File: config.mk
export PLATFORM = sky130hd
export DESIGN_NAME = vsa_ctrl
export DESIGN_NICKNAME = d
export VERILOG_FILES = /design/src/rtl/vsa_pkg.sv /design/src/rtl/vsa_ctrl.sv
export VERILOG_INCLUDE_DIRS = /design/src /design/src/rtl
export SDC_FILE = /design/constraint.sdc
export NUM_CORES = 1
export LEC_CHECK = 0
export BUFFER_PORTS_ARGS = -buffer_cell sky130_fd_sc_hd__buf_2
export CAP_MARGIN = 10
export CELL_PAD_IN_SITES_DETAIL_PLACEMENT = 1
export CELL_PAD_IN_SITES_GLOBAL_PLACEMENT = 1
export CORE_AREA = 8 8 45 47
export DETAILED_ROUTE_END_ITERATION = 8
export DIE_AREA = 0 0 53 55
export GPL_ROUTABILITY_DRIVEN = 0
export PLACE_DENSITY_LB_ADDON = 0.12
export SETUP_SLACK_MARGIN = 0.2
export SYNTH_ARGS = -nofsm -noshare
export SYNTH_HDL_FRONTEND = slang
export SYNTH_SLANG_ARGS = --single-unit
export TNS_END_PERCENT = 10
File: constraint.sdc
create_clock -name clk -period 1.85 [get_ports clk]
set_input_delay 0.0925 -clock clk [delete_from_list [all_inputs] [get_ports clk]]
set_output_delay 0.0925 -clock clk [all_outputs]
set_load 0.02 [all_outputs]
File: src/rtl/voice_slot_allocator_macros.svh
// Assertion macros shared by the voice slot allocator modules
`ifndef VOICE_SLOT_ALLOCATOR_MACROS_SVH
`define VOICE_SLOT_ALLOCATOR_MACROS_SVH

// Same-cycle implication, disabled while in reset
`define VSA_ASSERT_IMP(name, clk, rst, ante, cons, msg) \
  name: assert property (@(posedge clk) disable iff (rst) (ante) |-> (cons)) \
    else $error(msg);

// Next-cycle implication, disabled while in reset
`define VSA_ASSERT_NXT(name, clk, rst, ante, cons, msg) \
  name: assert property (@(posedge clk) disable iff (rst) (ante) |=> (cons)) \
    else $error(msg);

`endif

File: src/rtl/vsa_pkg.sv
// Shared constants, opcodes and control structs for the voice slot allocator
package vsa_pkg;

  // Field widths
  localparam int OP_W   = 3;
  localparam int TAG_W  = 16;
  localparam int SND_W  = 10;
  localparam int PRIO_W = 16;
  localparam int SIDX_W = 4;
  localparam int SLOT_W = 4;
  localparam int ACT_W  = 5;

  // Defaults
  localparam int               NUM_SLOTS_DEF = 16;
  localparam logic [ACT_W-1:0] ACTIVE_RESET  = 5'd16;

  // Opcodes
  localparam logic [OP_W-1:0] OP_ALLOC    = 3'd0;
  localparam logic [OP_W-1:0] OP_STOP_ORG = 3'd1;
  localparam logic [OP_W-1:0] OP_STOP_ALL = 3'd2;
  localparam logic [OP_W-1:0] OP_RELEASE  = 3'd3;
  localparam logic [OP_W-1:0] OP_QUERY    = 3'd4;

  // Controller to datapath
  typedef struct packed {
    logic load;    // capture request, clear scan trackers
    logic step;    // issue next slot read
    logic commit;  // update table, load result register
  } vsa_cmd_t;

  // Datapath to controller
  typedef struct packed {
    logic scan_op;    // captured opcode needs a table scan
    logic live_zero;  // no live slots (active count is zero)
    logic last;       // read address is the last live slot
    logic out_stall;  // result register full and not being taken
  } vsa_sts_t;

endpackage

File: src/rtl/vsa_ctrl.sv
// Sequencer for request capture, slot scan, table update and result hand-off
`include "voice_slot_allocator_macros.svh"

module vsa_ctrl import vsa_pkg::*; (
  input  logic     clk,
  input  logic     rst,
  input  logic     in_valid,
  output logic     in_ready,
  output vsa_cmd_t cmd,
  input  vsa_sts_t sts
);

  localparam logic [2:0] S_IDLE   = 3'd0;
  localparam logic [2:0] S_START  = 3'd1;
  localparam logic [2:0] S_SCAN   = 3'd2;
  localparam logic [2:0] S_DRAIN  = 3'd3;
  localparam logic [2:0] S_COMMIT = 3'd4;

  logic [2:0] state;
  logic [2:0] state_next;

  // Next state and commands
  always_comb begin
    state_next = state;
    cmd        = '0;
    in_ready   = 1'b0;
    unique case (state)
      S_IDLE: begin
        in_ready = 1'b1;
        if (in_valid) begin
          cmd.load   = 1'b1;
          state_next = S_START;
        end
      end
      S_START: begin
        if (sts.scan_op && !sts.live_zero) begin
          state_next = S_SCAN;
        end else begin
          state_next = S_COMMIT;
        end
      end
      S_SCAN: begin
        cmd.step = 1'b1;
        if (sts.last) begin
          state_next = S_DRAIN;
        end
      end
      // last read word is compared here
      S_DRAIN: begin
        state_next = S_COMMIT;
      end
      S_COMMIT: begin
        if (!sts.out_stall) begin
          cmd.commit = 1'b1;
          state_next = S_IDLE;
        end
      end
      default: begin
        state_next = S_IDLE;
      end
    endcase
  end

  // State register
  always_ff @(posedge clk) begin
    if (rst) begin
      state <= S_IDLE;
    end else begin
      state <= state_next;
    end
  end

  `VSA_ASSERT_NXT(a_load_to_start, clk, rst, cmd.load, state == S_START, "load did not start")
  `VSA_ASSERT_IMP(a_drain_after_scan, clk, rst, state == S_DRAIN, $past(state) == S_SCAN, "drain without scan")
  `VSA_ASSERT_IMP(a_scan_needed, clk, rst, state == S_SCAN, sts.scan_op && !sts.live_zero, "scan not needed")
  `VSA_ASSERT_NXT(a_commit_to_idle, clk, rst, cmd.commit, state == S_IDLE, "commit did not return to idle")

endmodule

* After elaboration in Yosys (flattened, before gate mapping)
Cells that the tools add are included.
** Word-level totals
- Bits in read-only memories :: 0
- Input port bits :: 7
- Register bits after elaboration :: 3
- Bits in latches :: 0
- Logic and storage cells :: 23
- Memory bits (writable) :: 0
- Memories :: 0
** Operators by class
- Shift-type cells :: 0
- Bitwise gates (word level) :: 0
- Add/subtract/negate cells :: 0
- Reductions and logical operators :: 4
- Divide/modulo/power cells :: 0
- Multiply operators :: 0
- Eq/ne operators :: 7
- Magnitude comparators :: 0
- Multiplexer cells :: 11
** Operator list (count)
- case mux 3 bit (5 select lines) :: 1
- 2-to-1 mux 3 bit :: 4
- equality test 3 x 2 -> 1 bit (second input constant) :: 2
- 2-to-1 mux 1 bit :: 6
- != test 2 bit (second input constant) :: 3
- equality test 3 x 1 -> 1 bit (second input constant) :: 1
- equality test 3 bit (second input constant) :: 1
- zero test 3 bit :: 1
- AND reduction 3 bit :: 1
- logical AND 1 bit :: 1
- zero test 1 bit :: 1

* Logic depth before layout (Yosys ltp)
- Word-level depth :: 4
- Depth in mapped cells :: 2
- Depth with buffers taken out :: 2

* Worst setup path before layout
Ideal clock, no wire load.
- Path kind :: register to output
- Start :: reg state[1]
- End :: out cmd[2] in the netlist's numbering
- Data arrival time :: 1.217 ns
- Slack :: 0.540 ns
- Stages on the path, launching flop included :: 3
- Cell sequence :: dfxtp_1 -> nor3_1 -> and2_1
** RTL lines
- start: declaration :: line vsa_ctrl.sv:19 : logic [2:0] state;
- start signal: assignment :: line vsa_ctrl.sv:69 : state <= state_next;
- end: declaration :: line vsa_ctrl.sv:9 : output vsa_cmd_t cmd,

==> results.sh <==
export IMPL_critical_path_fanouts_max=6
export IMPL_yosysMostFrequentCell="dfxtp_1"
export IMPL_gr_usage_all_layers_pct=4.91
export IMPL_final_nets=39
export IMPL_route_final_wire_length_um=590
export IMPL_io_pin_count=11
export IMPL_initial_antenna_violation_count=0
export IMPL_power_density_mw_per_mm2=885
export IMPL_setup_total_negative_slack_ns=0
export IMPL_post_place_cells=43
export IMPL_synth_seq_cells=3
export IMPL_ctsRootBufferMaster="clkbuf_4"
export IMPL_detail_route_antenna_nets=0
export IMPL_critPathLaunch="state[2]$_SDFFE_PP0P_"
export IMPL_synth_flop_cell="dfxtp_1"
export IMPL_max_slew_margin_rel_pct=83.6
export IMPL_fin_worst_hold_slack_ns=0.0733
export IMPL_largest_register_ffs=3
export IMPL_fin_crit_ns=1.38
export IMPL_p_leak_nw=0.108
export IMPL_synth_top_area_share_pct=37.2
export IMPL_detailedRoute_firstPassIterationCount=1
export IMPL_postCtsSetupRepairBufs=0
export IMPL_part_of_the_cycle_the_worst_path_needs_pct=74.8
export IMPL_cts_buffers=3
export IMPL_postSynthCellCount=17
export IMPL_worst_clock_skew_ns=0.00694
export IMPL_cts_htree_levels=1
export IMPL_port_buffer_count=10
export IMPL_post_drt_wl_per_cell_um=12.6
export IMPL_run_status="finished, final reports clean"
export IMPL_syn_mean_instance_area_sq_um=9.49
export IMPL_cts_sinks=3
export IMPL_timing_setup_critical_path_class="reg -> out"
export IMPL_worst_ep_arrival_time_ns=1.29
export IMPL_drc_errors=0
export IMPL_worst_ep_required_time_ns=1.76
export IMPL_synth_cells_most_frequent="3 x dfxtp_1, 2 x nor3b_1"
export IMPL_dp_hpwl_um=452
export IMPL_fin_ws_ns=0.467
export IMPL_die_y_um=55
export IMPL_number_of_distinct_library_cells_after_synthesis=14
export IMPL_synth_warning_count=0
export IMPL_area_growth_synth_to_final_pct=59.7
export IMPL_grt_setup_unrepaired="false"
export IMPL_ys_seq_area_share_pct=37.2
export IMPL_preCtsSetupSlack_ns=0.707
export IMPL_die_width_um=53
export IMPL_initial_util_pct=11.7
export IMPL_post_route_cells_drive_above_1_share_pct=45.2
export IMPL_critical_path_reg2reg_startpoint="state[2]$_SDFFE_PP0P_"
export IMPL_vias_in_the_first_global_route=211
export IMPL_placeableCoreArea_sq_mm=0.00138
export IMPL_final_hold_violation_count=0
export IMPL_drt_vias_per_instance=3.89
export IMPL_synthesis_nets=24
export IMPL_cts_tree="built"
export IMPL_gr_total_overflow=0
export IMPL_ys_top_cells_by_area="dfxtp_1 37%, nor3b_1 9.3%, nand4bb_1 7.0%, mux2i_1 6.2%, o32ai_1 5.4%"
export IMPL_slew_viol_final=0
export IMPL_worstSkewPairLatency_ns=0.24
export IMPL_timing_final_setup_violations=0
export IMPL_worst_setup_path_start_kind="register"
export IMPL_wire_length_of_the_first_global_routing_pass_um=897
export IMPL_maximum_number_of_pins_on_one_net_before_global_route_repair=8
export IMPL_max_freq_mhz=723
export IMPL_min_from="rst"
export IMPL_tightestPinTransition_ns=0.246
export IMPL_final_cell_count_no_fill=47
export IMPL_reg_top3="state (3)"
export IMPL_post_cts_hold_fix_bufs=0
export IMPL_num_antenna_cells=0
export IMPL_postCtsResizedCells=0
export IMPL_dr_total_vias=183
export IMPL_detail_route_iter0_violations=0
export IMPL_largest_register="state"
export IMPL_clk_path_buf_depth=2
export IMPL_synth_edff_count=0
export IMPL_hold_path_class="in -> reg"
export IMPL_synth_cell_area_sq_um=161
export IMPL_yosysTopAreaCell="dfxtp_1"
export IMPL_end_kind="primary output"
export IMPL_floorplan_die_area_sq_mm=0.00292
export IMPL_clk_pin_slew_worst_paths_ns=0.04
export IMPL_drv_max_cap_violation_count=0
export IMPL_share_of_flip_flops_with_an_asynchronous_set_or_reset_pct=0
export IMPL_irDropWorstVdd_mv=0.170
export IMPL_rows=14
[layout by cell type, fill, tap and decap left out]
cell type / n
and2_1: 1
inv_1: 1
nand4bb_1: 1
dfxtp_1: 3
nor4_1: 1
nand2b_1: 1
nor2_1: 1
or3b_2: 1
nor3b_1: 2
a211oi_1: 1
buf_2: 10
nor3_1: 1
mux2i_1: 1
o32ai_1: 1
clkbuf_4: 3
clkbuf_1: 1
or3b_1: 1
[final timing paths]
check        slack, ns  cells after the start               endpoint
min               0.07                      2  state[0]$_SDFFE_PP0P_
max reg2reg       0.74                      2  state[2]$_SDFFE_PP0P_
max               0.47                      3                 cmd[0]
min reg2reg       0.55                      1  state[1]$_SDFFE_PP0P_
[kinds of logic (layout without fill, tap and decap cells)]
family          after synthesis  count (layout)  share of synthesized area (%)
simple gates                 10              10                           44.2
compound gates                2               2                           10.1
buf+inv                       1              15                           2.32
flops                         3               3                           37.2
mux                           1               1                           6.20
[metal layers]
metal  share of wire (%)  vias up  GRT usage (%)
met5                   0        -              0
met4                 4.6        0           9.05
met3                 5.6        2           2.67
met2                  55        4           7.42
met1                  34       85           3.18
li1                    -       92              -
[worst max-delay path: stages, from the launching register on]
cell and delay [ns]:
dfxtp_1 0.41, or3b_1 0.39, nor2_1 0.09, buf_2 0.16
[where the power goes]
part | total, W | switching, W | internal (W)
logic | 0.0000360 | 0.0000190 | 0.0000170
registers | 0.0000743 | 0.00000572 | 0.0000686
clock network | 0.000118 | 0.0000368 | 0.0000810
total | 0.000228 | 0.0000614 | 0.000167
[metrics by stage]
stage / total power, W / instance area (sq um) / utilization, %
after detailed placement: 0.000112 / 231 / 16.7
final: 0.000228 / 258 / 18.6
after floorplan: 0.0000943 / 161 / -
after global placement: 0.000112 / 231 / 16.7
after CTS: 0.000238 / 258 / 18.6
after global routing: 0.000253 / 258 / 18.6
[cell type report]
cell class	count	area, sq um
clock buffer	4	26.3
fill	179	1130
inverter	1	3.75
multi-input combinational	13	97.6
sequential	3	60.1
tap	16	20.0
timing repair buffer	10	50.0
Power figures use the tool's default switching activity.
