--- config.mk ---
export PLATFORM = sky130hd
export DESIGN_NAME = vsa_datapath
export DESIGN_NICKNAME = d
export VERILOG_FILES = /design/src/rtl/vsa_pkg.sv /design/src/rtl/vsa_datapath.sv
export VERILOG_INCLUDE_DIRS = /design/src /design/src/rtl
export SDC_FILE = /design/constraint.sdc
export NUM_CORES = 1
export LEC_CHECK = 0
export BUFFER_PORTS_ARGS = -buffer_cell sky130_fd_sc_hd__buf_2
export CORE_MARGIN = 2
export CORE_UTILIZATION = 65
export CTS_BUF_LIST = sky130_fd_sc_hd__clkbuf_8
export CTS_CLUSTER_SIZE = 28
export DETAILED_ROUTE_END_ITERATION = 6
export HOLD_SLACK_MARGIN = 0.1
export PLACE_DENSITY = 0.89
export SYNTH_ARGS = -nofsm -noshare
export SYNTH_HDL_FRONTEND = slang
export SYNTH_SLANG_ARGS = --single-unit
--- constraint.sdc ---
create_clock -name clk -period 8.1 [get_ports clk]
set_input_delay 0 -clock clk [delete_from_list [all_inputs] [get_ports clk]]
set_output_delay 0 -clock clk [all_outputs]
set_load 0.01 [all_outputs]
--- src/rtl/voice_slot_allocator_macros.svh ---
// Assertion macros shared by the voice slot allocator modules
`ifndef VOICE_SLOT_ALLOCATOR_MACROS_SVH
`define VOICE_SLOT_ALLOCATOR_MACROS_SVH

// Same-cycle implication, disabled while in reset
`define VSA_ASSERT_IMP(name, clk, rst, ante, cons, msg) \
  name: assert property (@(posedge clk) disable iff (rst) (ante) |-> (cons)) \
    else $error(msg);

// Next-cycle implication, disabled while in reset
`define VSA_ASSERT_NXT(name, clk, rst, ante, cons, msg) \
  name: assert property (@(posedge clk) disable iff (rst) (ante) |=> (cons)) \
    else $error(msg);

`endif

--- src/rtl/vsa_pkg.sv ---
// Shared constants, opcodes and control structs for the voice slot allocator
package vsa_pkg;

  // Field widths
  localparam int OP_W   = 3;
  localparam int TAG_W  = 16;
  localparam int SND_W  = 10;
  localparam int PRIO_W = 16;
  localparam int SIDX_W = 4;
  localparam int SLOT_W = 4;
  localparam int ACT_W  = 5;

  // Defaults
  localparam int               NUM_SLOTS_DEF = 16;
  localparam logic [ACT_W-1:0] ACTIVE_RESET  = 5'd16;

  // Opcodes
  localparam logic [OP_W-1:0] OP_ALLOC    = 3'd0;
  localparam logic [OP_W-1:0] OP_STOP_ORG = 3'd1;
  localparam logic [OP_W-1:0] OP_STOP_ALL = 3'd2;
  localparam logic [OP_W-1:0] OP_RELEASE  = 3'd3;
  localparam logic [OP_W-1:0] OP_QUERY    = 3'd4;

  // Controller to datapath
  typedef struct packed {
    logic load;    // capture request, clear scan trackers
    logic step;    // issue next slot read
    logic commit;  // update table, load result register
  } vsa_cmd_t;

  // Datapath to controller
  typedef struct packed {
    logic scan_op;    // captured opcode needs a table scan
    logic live_zero;  // no live slots (active count is zero)
    logic last;       // read address is the last live slot
    logic out_stall;  // result register full and not being taken
  } vsa_sts_t;

endpackage

--- src/rtl/vsa_datapath.sv ---
// Slot table, scan compare trackers, table update and result register
`include "voice_slot_allocator_macros.svh"

module vsa_datapath import vsa_pkg::*; #(
  parameter int NUM_SLOTS = NUM_SLOTS_DEF
) (
  input  logic                     clk,
  input  logic                     rst,
  input  vsa_cmd_t                 cmd,
  output vsa_sts_t                 sts,
  // configuration
  input  logic                     cfg_valid,
  input  logic [ACT_W-1:0]         cfg_active,
  // request payload
  input  logic [OP_W-1:0]          in_opcode,
  input  logic [TAG_W-1:0]         in_origin_tag,
  input  logic                     in_origin_valid,
  input  logic [SND_W-1:0]         in_sound_id,
  input  logic                     in_id_valid,
  input  logic signed [PRIO_W-1:0] in_priority_req,
  input  logic [SIDX_W-1:0]        in_slot_index,
  // result
  output logic                     out_valid,
  input  logic                     out_ready,
  output logic                     out_granted,
  output logic [SLOT_W-1:0]        out_slot,
  output logic                     out_evicted,
  output logic                     out_playing
);

  localparam int IW   = $clog2(NUM_SLOTS);
  localparam int CW   = $clog2(NUM_SLOTS + 1);
  localparam int CMPW = (CW > ACT_W) ? CW : ACT_W;

  // Configuration and captured request
  logic [ACT_W-1:0]         active_slots;
  logic [OP_W-1:0]          op;
  logic [TAG_W-1:0]         tag;
  logic                     ovalid;
  logic [SND_W-1:0]         sound;
  logic                     ivalid;
  logic signed [PRIO_W-1:0] prio;
  logic [SIDX_W-1:0]        sidx;

  // Slot flags and payload memories
  logic [NUM_SLOTS-1:0]     busy;
  logic [NUM_SLOTS-1:0]     has_org;
  logic [NUM_SLOTS-1:0]     busy_next;
  logic [NUM_SLOTS-1:0]     has_org_next;
  logic [TAG_W-1:0]         mem_origin [NUM_SLOTS];
  logic [SND_W-1:0]         mem_sound  [NUM_SLOTS];
  logic signed [PRIO_W-1:0] mem_prio   [NUM_SLOTS];
  logic [TAG_W-1:0]         rd_origin;
  logic [SND_W-1:0]         rd_sound;
  logic signed [PRIO_W-1:0] rd_prio;

  // Scan state
  logic [IW-1:0]            rd_idx;
  logic                     cmp_valid;
  logic [IW-1:0]            cmp_idx;
  logic                     hit_found;
  logic [IW-1:0]            hit_idx;
  logic                     hit_evict;
  logic                     min_found;
  logic [IW-1:0]            min_idx;
  logic signed [PRIO_W-1:0] min_val;
  logic                     play;

  // Derived
  logic [CMPW-1:0]          act_ext;
  logic [CMPW-1:0]          live_ext;
  logic [NUM_SLOTS-1:0]     live_mask;
  logic                     c_busy;
  logic                     c_ho;
  logic                     org_eq;
  logic                     snd_eq;
  logic                     prio_lt;
  logic                     sidx_in;
  logic [IW-1:0]            sidx_i;
  logic [IW-1:0]            pick;
  logic                     set_en;
  logic [NUM_SLOTS-1:0]     clr_mask;
  logic                     res_granted;
  logic [SLOT_W-1:0]        res_slot;
  logic                     res_evicted;
  logic                     res_playing;

  // Active count register
  always_ff @(posedge clk) begin
    if (rst) begin
      active_slots <= ACTIVE_RESET;
    end else if (cfg_valid) begin
      active_slots <= cfg_active;
    end
  end

  // Live count clamped to the table size, and its slot mask
  always_comb begin
    act_ext  = CMPW'(active_slots);
    live_ext = (act_ext > CMPW'(NUM_SLOTS)) ? CMPW'(NUM_SLOTS) : act_ext;
    for (int i = 0; i < NUM_SLOTS; i++) begin
      live_mask[i] = CMPW'(i) < live_ext;
    end
  end

  // Request capture
  always_ff @(posedge clk) begin
    if (cmd.load) begin
      op     <= in_opcode;
      tag    <= in_origin_tag;
      ovalid <= in_origin_valid;
      sound  <= in_sound_id;
      ivalid <= in_id_valid;
      prio   <= in_priority_req;
      sidx   <= in_slot_index;
    end
  end

  // Status to the controller
  always_comb begin
    sts.scan_op   = (op == OP_ALLOC) || (op == OP_STOP_ORG) || (op == OP_QUERY);
    sts.live_zero = (live_ext == '0);
    sts.last      = (CMPW'(rd_idx) + CMPW'(1)) == live_ext;
    sts.out_stall = out_valid && !out_ready;
  end

  // Memory read port, one slot a cycle
  always_ff @(posedge clk) begin
    rd_origin <= mem_origin[rd_idx];
    rd_sound  <= mem_sound[rd_idx];
    rd_prio   <= mem_prio[rd_idx];
  end

  // Memory write port, on an allocate that found a slot
  always_ff @(posedge clk) begin
    if (cmd.commit && set_en) begin
      mem_origin[pick] <= tag;
      mem_sound[pick]  <= sound;
      mem_prio[pick]   <= prio;
    end
  end

  // Compare terms for the slot whose data has just been read
  always_comb begin
    c_busy  = busy[cmp_idx];
    c_ho    = has_org[cmp_idx];
    org_eq  = (rd_origin == tag);
    snd_eq  = (rd_sound == sound);
    prio_lt = (rd_prio < min_val);
  end

  // Read address and compare stage valid
  always_ff @(posedge clk) begin
    if (rst) begin
      cmp_valid <= 1'b0;
    end else begin
      cmp_valid <= cmd.step;
    end
  end

  always_ff @(posedge clk) begin
    if (cmd.load) begin
      rd_idx <= '0;
    end else if (cmd.step) begin
      rd_idx <= rd_idx + 1'b1;
    end
    cmp_idx <= rd_idx;
  end

  // Scan trackers: first hit, lowest priority below the request, any match
  always_ff @(posedge clk) begin
    if (cmd.load) begin
      hit_found <= 1'b0;
      min_found <= 1'b0;
      min_val   <= in_priority_req;
      play      <= 1'b0;
    end else if (cmp_valid) begin
      if (op == OP_ALLOC) begin
        if (!hit_found && !c_busy) begin
          hit_found <= 1'b1;
          hit_idx   <= cmp_idx;
          hit_evict <= 1'b0;
        end else if (!hit_found && ovalid && c_ho && org_eq) begin
          hit_found <= 1'b1;
          hit_idx   <= cmp_idx;
          hit_evict <= 1'b1;
        end
        if (c_busy && prio_lt) begin
          min_found <= 1'b1;
          min_idx   <= cmp_idx;
          min_val   <= rd_prio;
        end
      end
      if (op == OP_STOP_ORG && !hit_found && c_busy && (c_ho == ovalid) &&
          (!ovalid || org_eq)) begin
        hit_found <= 1'b1;
        hit_idx   <= cmp_idx;
      end
      if (op == OP_QUERY && ((ovalid && c_ho && org_eq) || (ivalid && c_busy && snd_eq))) begin
        play <= 1'b1;
      end
    end
  end

  // Table update and result per opcode
  always_comb begin
    sidx_in     = CMPW'(sidx) < live_ext;
    sidx_i      = IW'(sidx);
    pick        = hit_found ? hit_idx : min_idx;
    set_en      = 1'b0;
    clr_mask    = '0;
    res_granted = 1'b0;
    res_slot    = '0;
    res_evicted = 1'b0;
    res_playing = 1'b0;
    unique case (op)
      OP_ALLOC: begin
        if (hit_found || min_found) begin
          set_en      = 1'b1;
          res_granted = 1'b1;
          res_slot    = SLOT_W'(pick);
          res_evicted = hit_found ? hit_evict : 1'b1;
        end
      end
      OP_STOP_ORG: begin
        if (hit_found) begin
          clr_mask[hit_idx] = 1'b1;
          res_granted       = 1'b1;
          res_slot          = SLOT_W'(hit_idx);
        end
      end
      OP_STOP_ALL: begin
        clr_mask    = live_mask;
        res_granted = |(busy & live_mask);
      end
      OP_RELEASE: begin
        if (sidx_in) begin
          res_slot = sidx;
          if (busy[sidx_i]) begin
            clr_mask[sidx_i] = 1'b1;
            res_granted      = 1'b1;
          end
        end
      end
      OP_QUERY: begin
        res_playing = play;
      end
      default: begin
        res_granted = 1'b0;
      end
    endcase
  end

  // Next slot flags: clear the freed slots, then mark an allocated one
  always_comb begin
    busy_next    = busy & ~clr_mask;
    has_org_next = has_org & ~clr_mask;
    if (set_en) begin
      busy_next[pick]    = 1'b1;
      has_org_next[pick] = ovalid;
    end
  end

  // Slot flags
  always_ff @(posedge clk) begin
    if (rst) begin
      busy    <= '0;
      has_org <= '0;
    end else if (cmd.commit) begin
      busy    <= busy_next;
      has_org <= has_org_next;
    end
  end

  // Result register
  always_ff @(posedge clk) begin
    if (rst) begin
      out_valid <= 1'b0;
    end else if (cmd.commit) begin
      out_valid <= 1'b1;
    end else if (out_ready) begin
      out_valid <= 1'b0;
    end
  end

  always_ff @(posedge clk) begin
    if (cmd.commit) begin
      out_granted <= res_granted;
      out_slot    <= res_slot;
      out_evicted <= res_evicted;
      out_playing <= res_playing;
    end
  end

  `VSA_ASSERT_IMP(a_alloc_free_slot, clk, rst, cmd.commit && set_en && !res_evicted,
                  !busy[pick], "non-evicting allocate took a busy slot")
  `VSA_ASSERT_NXT(a_alloc_marks_busy, clk, rst, cmd.commit && set_en,
                  busy[$past(pick)], "allocated slot not busy")
  `VSA_ASSERT_IMP(a_commit_room, clk, rst, cmd.commit, !out_valid || out_ready,
                  "result overwritten")

endmodule

# == After elaboration in Yosys (flattened, before gate mapping) ==
# Memory sizes are Yosys's and may differ from the RTL's. A register that Yosys moved wholly into a read port is not among the register bits.
# Index checks and enable logic that the tools add are counted.
# op_classes
addsub,2
mux,48
n_reduce_logical,46
magnitude_cmp,26
bitwise,6
n_eq_ne,8
# ops
cell,n
16-bit two-way mux,9
16-bit AND,3
16-bit one-hot mux with 3 select lines,1
"4-bit by 5-bit less-than comparator with 1-bit output, first input constant",8
4-bit two-way mux,8
"3-bit by 5-bit less-than comparator with 1-bit output, first input constant",4
"4-bit by 5-bit less-than comparator with 1-bit output, second input constant",4
1-bit two-way mux,20
1-bit logical AND,19
16-bit bitwise mux,1
16-bit == test,1
16-bit less-than comparator,1
16-bit NOT,1
16-bit OR,1
16-bit OR reduction,1
1-bit binary-select mux with 4-bit select,3
1-bit demux with 4-bit select,3
"4-bit by 1-bit >= comparator with 1-bit output, second input constant",3
4-bit one-hot mux with 3 select lines,1
4-bit AND reduction,3
2-bit nonzero test,6
10-bit == test,1
"1-bit by 5-bit less-than comparator with 1-bit output, first input constant",2
"2-bit by 5-bit less-than comparator with 1-bit output, first input constant",2
other kinds (19),30
# totals
memories,3
elab_cells,164
ram_bits,672
in_bits,63
reg_bits,133
# memory_table
name,depth,word_bits,read_ports,rd_ports_with_merged_regs,wr,line,text
mem_origin,16,16,1,1,1,vsa_datapath.sv:50,logic [TAG_W-1:0] mem_origin [NUM_SLOTS];
mem_prio,16,16,1,1,1,vsa_datapath.sv:52,logic signed [PRIO_W-1:0] mem_prio [NUM_SLOTS];
mem_sound,16,10,1,1,1,vsa_datapath.sv:51,logic [SND_W-1:0] mem_sound [NUM_SLOTS];

# == Longest topological paths before layout ==
# Gate-level depths: netlist (run 1).
# depth
ltp_word,11
mapped_depth,10
depth_no_buf,9

# == Least setup slack after synthesis (run 1) ==
# No wires, ideal clock.
# synth_timing
path_type,reg-to-reg
from,register hit_found
to,register has_org[13]
path_slack_ns,4.613
setup_time_ns,0.221
arrival_ns,3.265
stages_incl_launch_ff,8
period_less_slack_ns,3.487
path_buffers,1
required_time_ns,7.879
path_cell_list,dfxtp_1 -> buf_2 -> nor3b_1 -> o21ai_0 -> nor2_1 -> nor3_1 -> a31oi_1 -> o31ai_1
# synth_between
elab_chain_len,7
# synth_rtl
element,line,text
from (decl),vsa_datapath.sv:61,logic hit_found;
from (signal assigned),vsa_datapath.sv:173,hit_found <= 1'b0;
from (signal assigned),vsa_datapath.sv:180,hit_found <= 1'b1;
from (signal assigned),vsa_datapath.sv:184,hit_found <= 1'b1;
4-bit two-way mux,vsa_datapath.sv:209,pick = hit_found ? hit_idx : min_idx;
4-bit by 5-bit less-than comparator with 1-bit output (implied by the code) / 4-bit by 1-bit >= comparator with 1-bit output (equally long branches),vsa_datapath.sv:260,has_org_next[pick] = ovalid;
1-bit logical AND (implied by the code),vsa_datapath.sv:260,
1-bit two-way mux (implied by the code),vsa_datapath.sv:260,
1-bit demux with 4-bit select,vsa_datapath.sv:260,
16-bit bitwise mux,vsa_datapath.sv:260,
16-bit two-way mux (*),vsa_datapath.sv:258,if (set_en) begin
to (signal assigned),vsa_datapath.sv:271,has_org <= has_org_next;
to (decl),vsa_datapath.sv:47,logic [NUM_SLOTS-1:0] has_org;
# Every way passes the cells marked *; elsewhere a longest branch is shown, timed or not.
# A chain may end at the register's enable or synchronous reset.

# == Worst setup path in the final report (run 1) ==
# layout_timing
from,register min_val[9]
to,register min_val[12] (enable)
# layout_between
elab_chain_len,4
# layout_rtl
element,line,text
from (decl),vsa_datapath.sv:66,logic signed [PRIO_W-1:0] min_val;
from (signal assigned),vsa_datapath.sv:175,min_val <= in_priority_req;
from (signal assigned),vsa_datapath.sv:191,min_val <= rd_prio;
16-bit less-than comparator,vsa_datapath.sv:149,prio_lt = (rd_prio < min_val);
1-bit logical AND,vsa_datapath.sv:188,if (c_busy && prio_lt) begin
2-bit nonzero test (no line),n/a,
3-bit AND reduction (no line),n/a,
# Every way passes these cells.

==> reports/qor.yml, run 1 <==
run_status:
  outcome: "complete, no violations"
setup_path:
  worst-path-buf-inv: 1
  start_kind: "register"
  crit_type: "register to register"
  cpPeakStageDelay_ns: 1.01
  cp_top_family: "compound AO/OA/AOI/OAI gates"
  cp-startpoint: "min_val[9]$_DFFE_PP_"
  crit_chain: "inv_1 > ha_1 > a21oi_1 > o21ai_0 > a2111oi_0 > o21ai_0 > xnor2_1 > o21bai_2"
  cp_max_fo: 16
  r2r-start: "min_val[9]$_DFFE_PP_"
  crit_arrival_ns: 4.29
  critPathMostFrequentCell: "o21ai_0"
  crit_required_ns: 8.49
  end_kind: "register"
  crit_slowest_cell: "a2111oi_0"
floorplanning:
  start_util: 0.661
  dieWidth_um: 230
  core_mm2: 0.0504
  die_h_um: 230
  rows: 82
  die_area_mm2: 0.0530
  pin_count: 75
synth:
  syn-num-nets: 1748
  yosysUniqueCellTypes: 74
  ys.flop_type: "edfxtp_1"
  synth-seq-cells: 847
  syn_area_mm2: 0.0333
  syn_inst: 1665
  async_reset_ff_frac: 0
  yosysWarnings: 0
  synth_edf_count: 755
  avgSynthCellArea_um2: 20.0
  ys_seq_area_frac: 0.737
place:
  placed_area_mm2: 0.0344
  io_buffers: 74
  place_ws_ns: 4.31
  place_hpwl_um: 41900
  gp_congestion: 0.944
clocking:
  clk_latency_ns: 0.79
  cts.clk_slew.worst_paths_ns: 0.06
  cts_resized: 0
  htreeDepth: 4
  tritoncts: "yes"
  cts_max_path_buffers: 3
  cts_num_sinks: 847
  cts_made_buffers: 132
  postCtsSetupBuffers: 0
  cts-root-buf: "clkbuf_8"
layout:
  stdcell_area_mm2: 0.0382
  final_cell_mix: "edfxtp_1 (755), mux4_2 (215), clkbuf_8 (144)"
  fillers: 2595
  layout_commonest_cell: "edfxtp_1"
  finalNetCount: 2022
  final_core_util: 0.758
  area_growth_syn_to_layout_pct: 14.7
  drive_above_1_share: 0.263
global_route:
  grt-ovfl-total: 0
  antenna_found_initial: 1
  grt_pass1_vias: 18674
  grt_pass1_wl_um: 119000
  track_usage: 0.312
  grt_max_degree: 124
timing:
  setup_tns_ns: 0
  finalCritPeriodShare: 0.482
  final_hold_viol_count: 0
  fin_crit_ns: 3.90
  slew_viol_final: 0
  skew_ns: 0.0304
  setup_viol: 0
  tightest_slew_ns: 1.11
  worst_slack_ns: 4.20
  rsz0062_at_grt: "false"
  clock.fmax_ghz: 0.256
  slew_headroom: 0.239
drt:
  num_vias: 18296
  drcViolationCount: 0
  vias_per_cell: 6.75
  wl_per_cell_um: 29.6
  drt_iter0_drc: 2468
  routed_wl_um: 80300
  ant_nets: 0
  first_pass_iters: 7
pwr:
  p_total_mw: 8.91
  ir_drop_mv: 0.196
  p_leak_nw: 12.5
  p_per_area_mw_per_mm2: 233
worst_hold_path:
  min_path_type: "input port to register"
  min_from: "in_priority_req[6]"
run:
  max_cap_viol_count: 0
-- cell usage after synthesis, drive strengths merged, types with 16 or more instances --
library cell | instances | share of area
edfxtp | 755 | 0.68
mux4 | 223 | 0.15
dfxtp | 92 | 0.055
nor2 | 66 | 0.0077
buf | 56 | 0.010
a21oi | 54 | 0.0082
o21ai | 39 | 0.0059
clkbuf | 38 | 0.0043
inv | 33 | 0.0037
nand2 | 29 | 0.0033
xor2 | 25 | 0.0066
ha | 20 | 0.0075
mux2 | 17 | 0.0059
nor3 | 17 | 0.0027
o31ai | 16 | 0.0038
-- final timing paths --
| path | endpoint | slack (ns) | cells after the start |
|---|---|---|---|
| max | min_val[12]$_DFFE_PP_ | 4.20 | 8 |
| min | min_val[6]$_DFFE_PP_ | 0.15 | 3 |
| max reg2reg | min_val[12]$_DFFE_PP_ | 4.20 | 8 |
| min reg2reg | has_org[13]$_SDFFE_PP0P_ | 0.50 | 2 |
-- cells by family after synthesis --
family,Yosys count,share of synthesized area
buf+inv,128,0.0183
xor+xnor,35,0.00921
flops,847,0.737
fa+ha+maj,20,0.00752
mux,247,0.160
simple gates,186,0.0287
compound gates,202,0.0398
-- area by class of cell --
cell class / count / area [µm²] / share of cell area
diodes: 1 / 2.50 / 0.0000656
well taps: 672 / 841 / 0.0220
clock inverters: 88 / 490 / 0.0129
multi-input cells: 690 / 8280 / 0.217
repair buffers: 234 / 1920 / 0.0503
flip-flops and latches: 847 / 24500 / 0.643
clock buffers: 144 / 1980 / 0.0519
inverters: 34 / 128 / 0.00334
-- tightest hold or removal path, cell delays in order --
cell and delay (ns):
dlygate4sd3_1 0.52, buf_2 0.14, mux2_2 0.16
-- metrics by stage --
step	hold slack [ns]	cells
after floorplan	0.0534	1665
after global placement	0.176	2344
after detailed placement	0.178	2344
after CTS	0.103	2709
after global routing	0.148	2709
final	0.153	2710
-- where the power goes --
group          internal (mW)  switching, mW
Clock                   1.76           1.64
Combinational          0.285          0.232
Sequential              4.85          0.144
Total                   6.90           2.01
-- repair_timing --
| action | CTS | global route |
|---|---|---|
| hold endpoints to repair | 145 | 0 |
| hold buffers | 133 | 0 |
| setup endpoints to repair | 0 | 0 |
-- state kept, by name, summed over array words and instances (netlist names), 4 cells and up --
register and cells:
mem_origin 256, mem_prio 256, mem_sound 160, busy 16, has_org 16, min_val 16, prio 16, rd_origin 16
rd_prio 16, tag 16, rd_sound 10, sound 10, act_ext 5, cmp_idx 4, hit_idx 4, min_idx 4
out_slot 4, rd_idx 4, sidx 4
-- routing by layer --
| layer | part of all wire | GRT usage |
|---|---|---|
| met1 | 0.36 | 0.419 |
| met2 | 0.50 | 0.501 |
| met3 | 0.10 | 0.0670 |
| met4 | 0.041 | 0.142 |
| met5 | 0 | 0 |
(Power assumes the default switching activity.)
==> run 2: changes to the inputs <==
- clock period: 8.1 -> 3.65 ns (I/O delays scaled with it)
==> run 2 against run 1 <==
Compared with the run above:
- the flow now finishes with violations (DRC)
- register-to-register slack got worse by 3.7 ns
- via count rose by 0.29%
- clock skew rose by 0.013 ns
- sequential power rose by 120%
- cell count rose by 1.0%
- die area did not move
- sequential share of layout area fell by 0.60 points
- critical path depth fell by 4
- maximum frequency rose by 24%
- sequential cell count did not move
- core utilization rose by 0.72 points
- global-route usage rose by 1.0 points
- largest power group unchanged
- highest routed layer is now met5
==> reports/qor.yml, run 2 (synthesized netlist as in run 1, its figures left out) <==
worst_hold_path:
  min_from: "in_priority_req[15]"
  min_to: "min_val[15]$_DFFE_PP_"
  hold_depth: 3  # unchanged
  min_path_type: "input port to register"
clocking:
  htreeDepth: 4  # unchanged
  tritoncts: "yes"
  cts-root-buf: "clkbuf_8"
  cts_made_buffers: 132  # unchanged
  clk_latency_ns: 0.78  # about the same
  cts.clk_slew.worst_paths_ns: 0.07  # about the same
  cts_max_path_buffers: 3  # unchanged
  postCtsSetupBuffers: 0  # unchanged
  hold_buffers: 135  # +1.5%
  cts_num_sinks: 847  # unchanged
  cts_resized: 0  # unchanged
setup_path:
  cp_max_fo: 26  # +10
  rrSetupSlack_ns: 0.49  # -3.70 ns
  crit_chain: "and3b_1 > o21ai_0 > nor2_4 > buf_12"
  crit_slowest_cell: "nor2_4"
  end_kind: "register"
  worst-path-buf-inv: 1  # unchanged
  crit_type: "register to register"
  r2r-start: "hit_found$_SDFFE_PP0P_"
  crit_required_ns: 4.10  # -4.39 ns
  r2r.worst_path.cells: 4  # -4
  crit_arrival_ns: 3.60  # -0.69 ns
  start_kind: "register"
  cpPeakStageDelay_ns: 0.90  # -0.11 ns
  cp_top_family: "simple AND/OR/NAND/NOR gates"
  rr_endpoint: "mem_sound[13][5]$_DFFE_PP_"
timing:
  tightest_slew_ns: 1.27  # +0.156 ns
  hold-worst-slack_ns: 0.136  # -0.0172 ns
  setup_viol: 0  # unchanged
  final_hold_viol_count: 0  # unchanged
  skew_ns: 0.0432  # +0.0128 ns
  slew_viol_final: 0  # unchanged
  slew_headroom: 0.150  # -0.0887
  rsz0062_at_grt: "false"
  clock.fmax_ghz: 0.317  # +24%
  fin_crit_ns: 3.16  # -0.747 ns
  finalCritPeriodShare: 0.864  # +0.383
  setup_tns_ns: 0  # unchanged
floorplanning:
  pin_count: 75  # unchanged
  start_util: 0.661  # unchanged
  core_mm2: 0.0504  # unchanged
  die_h_um: 230  # unchanged
  die_area_mm2: 0.0530  # unchanged
  dieWidth_um: 230  # unchanged
  rows: 82  # unchanged
global_route:
  antenna_found_initial: 2  # +1
  grt_max_degree: 78  # -37%
  track_usage: 0.322  # +0.0100
  grt_pass1_vias: 19033  # +1.9%
  grt-ovfl-total: 0  # unchanged
  grt_pass1_wl_um: 123000  # +3.6%
pwr:
  ir_drop_mv: 0.608  # +210%
  p_leak_nw: 12.6  # +1.1%
  p_comb_frac: 0.061  # +0.003
  p_clk_frac: 0.382  # about the same
  p_seq_frac: 0.557  # -0.003
  p_per_area_mw_per_mm2: 515  # +120%
  p_sw_frac: 0.232  # +0.00565
  p_int_mw: 15.2  # +120%
  p_sw_mw: 4.59  # +130%
drt:
  drt_iter0_drc: 2253  # -8.7%
  vias_per_cell: 6.70  # -0.74%
  wl_per_cell_um: 29.9  # +1.1%
  routed_wl_um: 81900  # +2.1%
  first_pass_iters: 7  # unchanged
  ant_nets: 0  # unchanged
  num_vias: 18349  # +0.29%
  drcViolationCount: 1  # +1
place:
  io_buffers: 74  # unchanged
  gp_congestion: 0.965  # +2.1%
  place_hpwl_um: 44900  # +7.1%
run_status:
  violations: "DRC"
  outcome: "finished with violations"
layout:
  area_growth_syn_to_layout_pct: 15.8
  layout_commonest_cell: "edfxtp_1"
  finalNetCount: 2039  # +0.84%
  reg.largest.list: "mem_origin: 256 flops, mem_prio: 256 flops, mem_sound: 160 flops"
  final_cell_mix: "edfxtp_1 (755), mux4_2 (215), clkbuf_8 (146)"
  drive_above_1_share: 0.270  # +0.00722
run:
  max_cap_viol_count: 0  # unchanged
[run 2: cell count changes in the layout (fill, tap and decap cells not counted)]
| cell | previous run | this run |
|---|---|---|
| buf_12 | 1 | 18 |
| clkinv_2 | 9 | 16 |
| clkinv_1 | 20 | 25 |
| inv_6 | 5 | 1 |
| clkinvlp_4 | 3 | 6 |
| buf_4 | 27 | 25 |
| bufinv_16 | 4 | 2 |
| clkbuf_8 | 144 | 146 |
| dlygate4sd3_1 | 133 | 135 |
| inv_1 | 80 | 78 |
| diode_2 | 1 | 2 |
| inv_8 | 1 | 2 |
[run 2: how the worst max path moves through the flow]
stage | depth (start not counted) | start | slack (ns) | to
2_1_floorplan | 7 | hit_found$_SDFFE_PP0P_ | 0.16 | has_org[13]$_SDFFE_PP0P_
3_3_place_gp | 8 | min_val[9]$_DFFE_PP_ | 0.69 | min_val[11]$_DFFE_PP_
3_5_place_dp | 6 | hit_found$_SDFFE_PP0P_ | 0.56 | busy[10]$_SDFFE_PP0P_
4_1_cts | 6 | hit_found$_SDFFE_PP0P_ | 0.53 | busy[10]$_SDFFE_PP0P_
5_1_grt | 8 | min_val[11]$_DFFE_PP_ | 0.32 | min_val[4]$_DFFE_PP_
6_report | 4 | hit_found$_SDFFE_PP0P_ | 0.49 | mem_sound[13][5]$_DFFE_PP_
[run 2: worst register-to-register path: stages (launching register included)]
cell and delay, ns:
dfxtp_1 0.89, and3b_1 0.31, o21ai_0 0.41, nor2_4 0.90
buf_12 0.32
[run 2: metrics by stage]
step | cells | area (µm²) | util | power [mW] | setup slack (ns)
2_1_floorplan | 1665 | 33300 | - | 11.9 | 0.163
3_3_place_gp | 2359 | 34700 | 0.688 | 12.3 | 0.690
3_5_place_dp | 2359 | 34700 | 0.688 | 12.3 | 0.558
4_1_cts | 2736 | 38500 | 0.765 | 19.8 | 0.534
5_1_grt | 2737 | 38500 | 0.765 | 20.4 | 0.323
6_report | 2738 | 38500 | 0.765 | 19.8 | 0.495
[run 2: power by group through the flow]
stage	Sequential (mW)	Combinational, mW	Clock, mW
global route	11.1	1.29	8.04
finish	11.0	1.22	7.58
global placement	11.2	1.06	0
floorplan	11.1	0.843	0
CTS	11.0	1.21	7.58
detailed placement	11.2	1.09	0
[run 2: area by class of cell]
class,instances,area [µm²]
Antenna cell,2,5.00
Clock buffer,146,2010
Clock inverter,96,475
Fill cell,2519,11900
Inverter,34,128
Multi-Input combinational cell,690,8280
Sequential cell,847,24500
Tap cell,672,841
Timing Repair Buffer,251,2260
[run 2: metal layers]
layer | GRT usage | vias to the layer above | share of wire
met3 | 0.0578 | 212 | 0.095
met1 | 0.439 | 9441 | 0.37
met2 | 0.527 | 1208 | 0.50
met5 | 0 | - | 0.00020
met4 | 0.131 | 2 | 0.035
li1 | - | 7486 | -
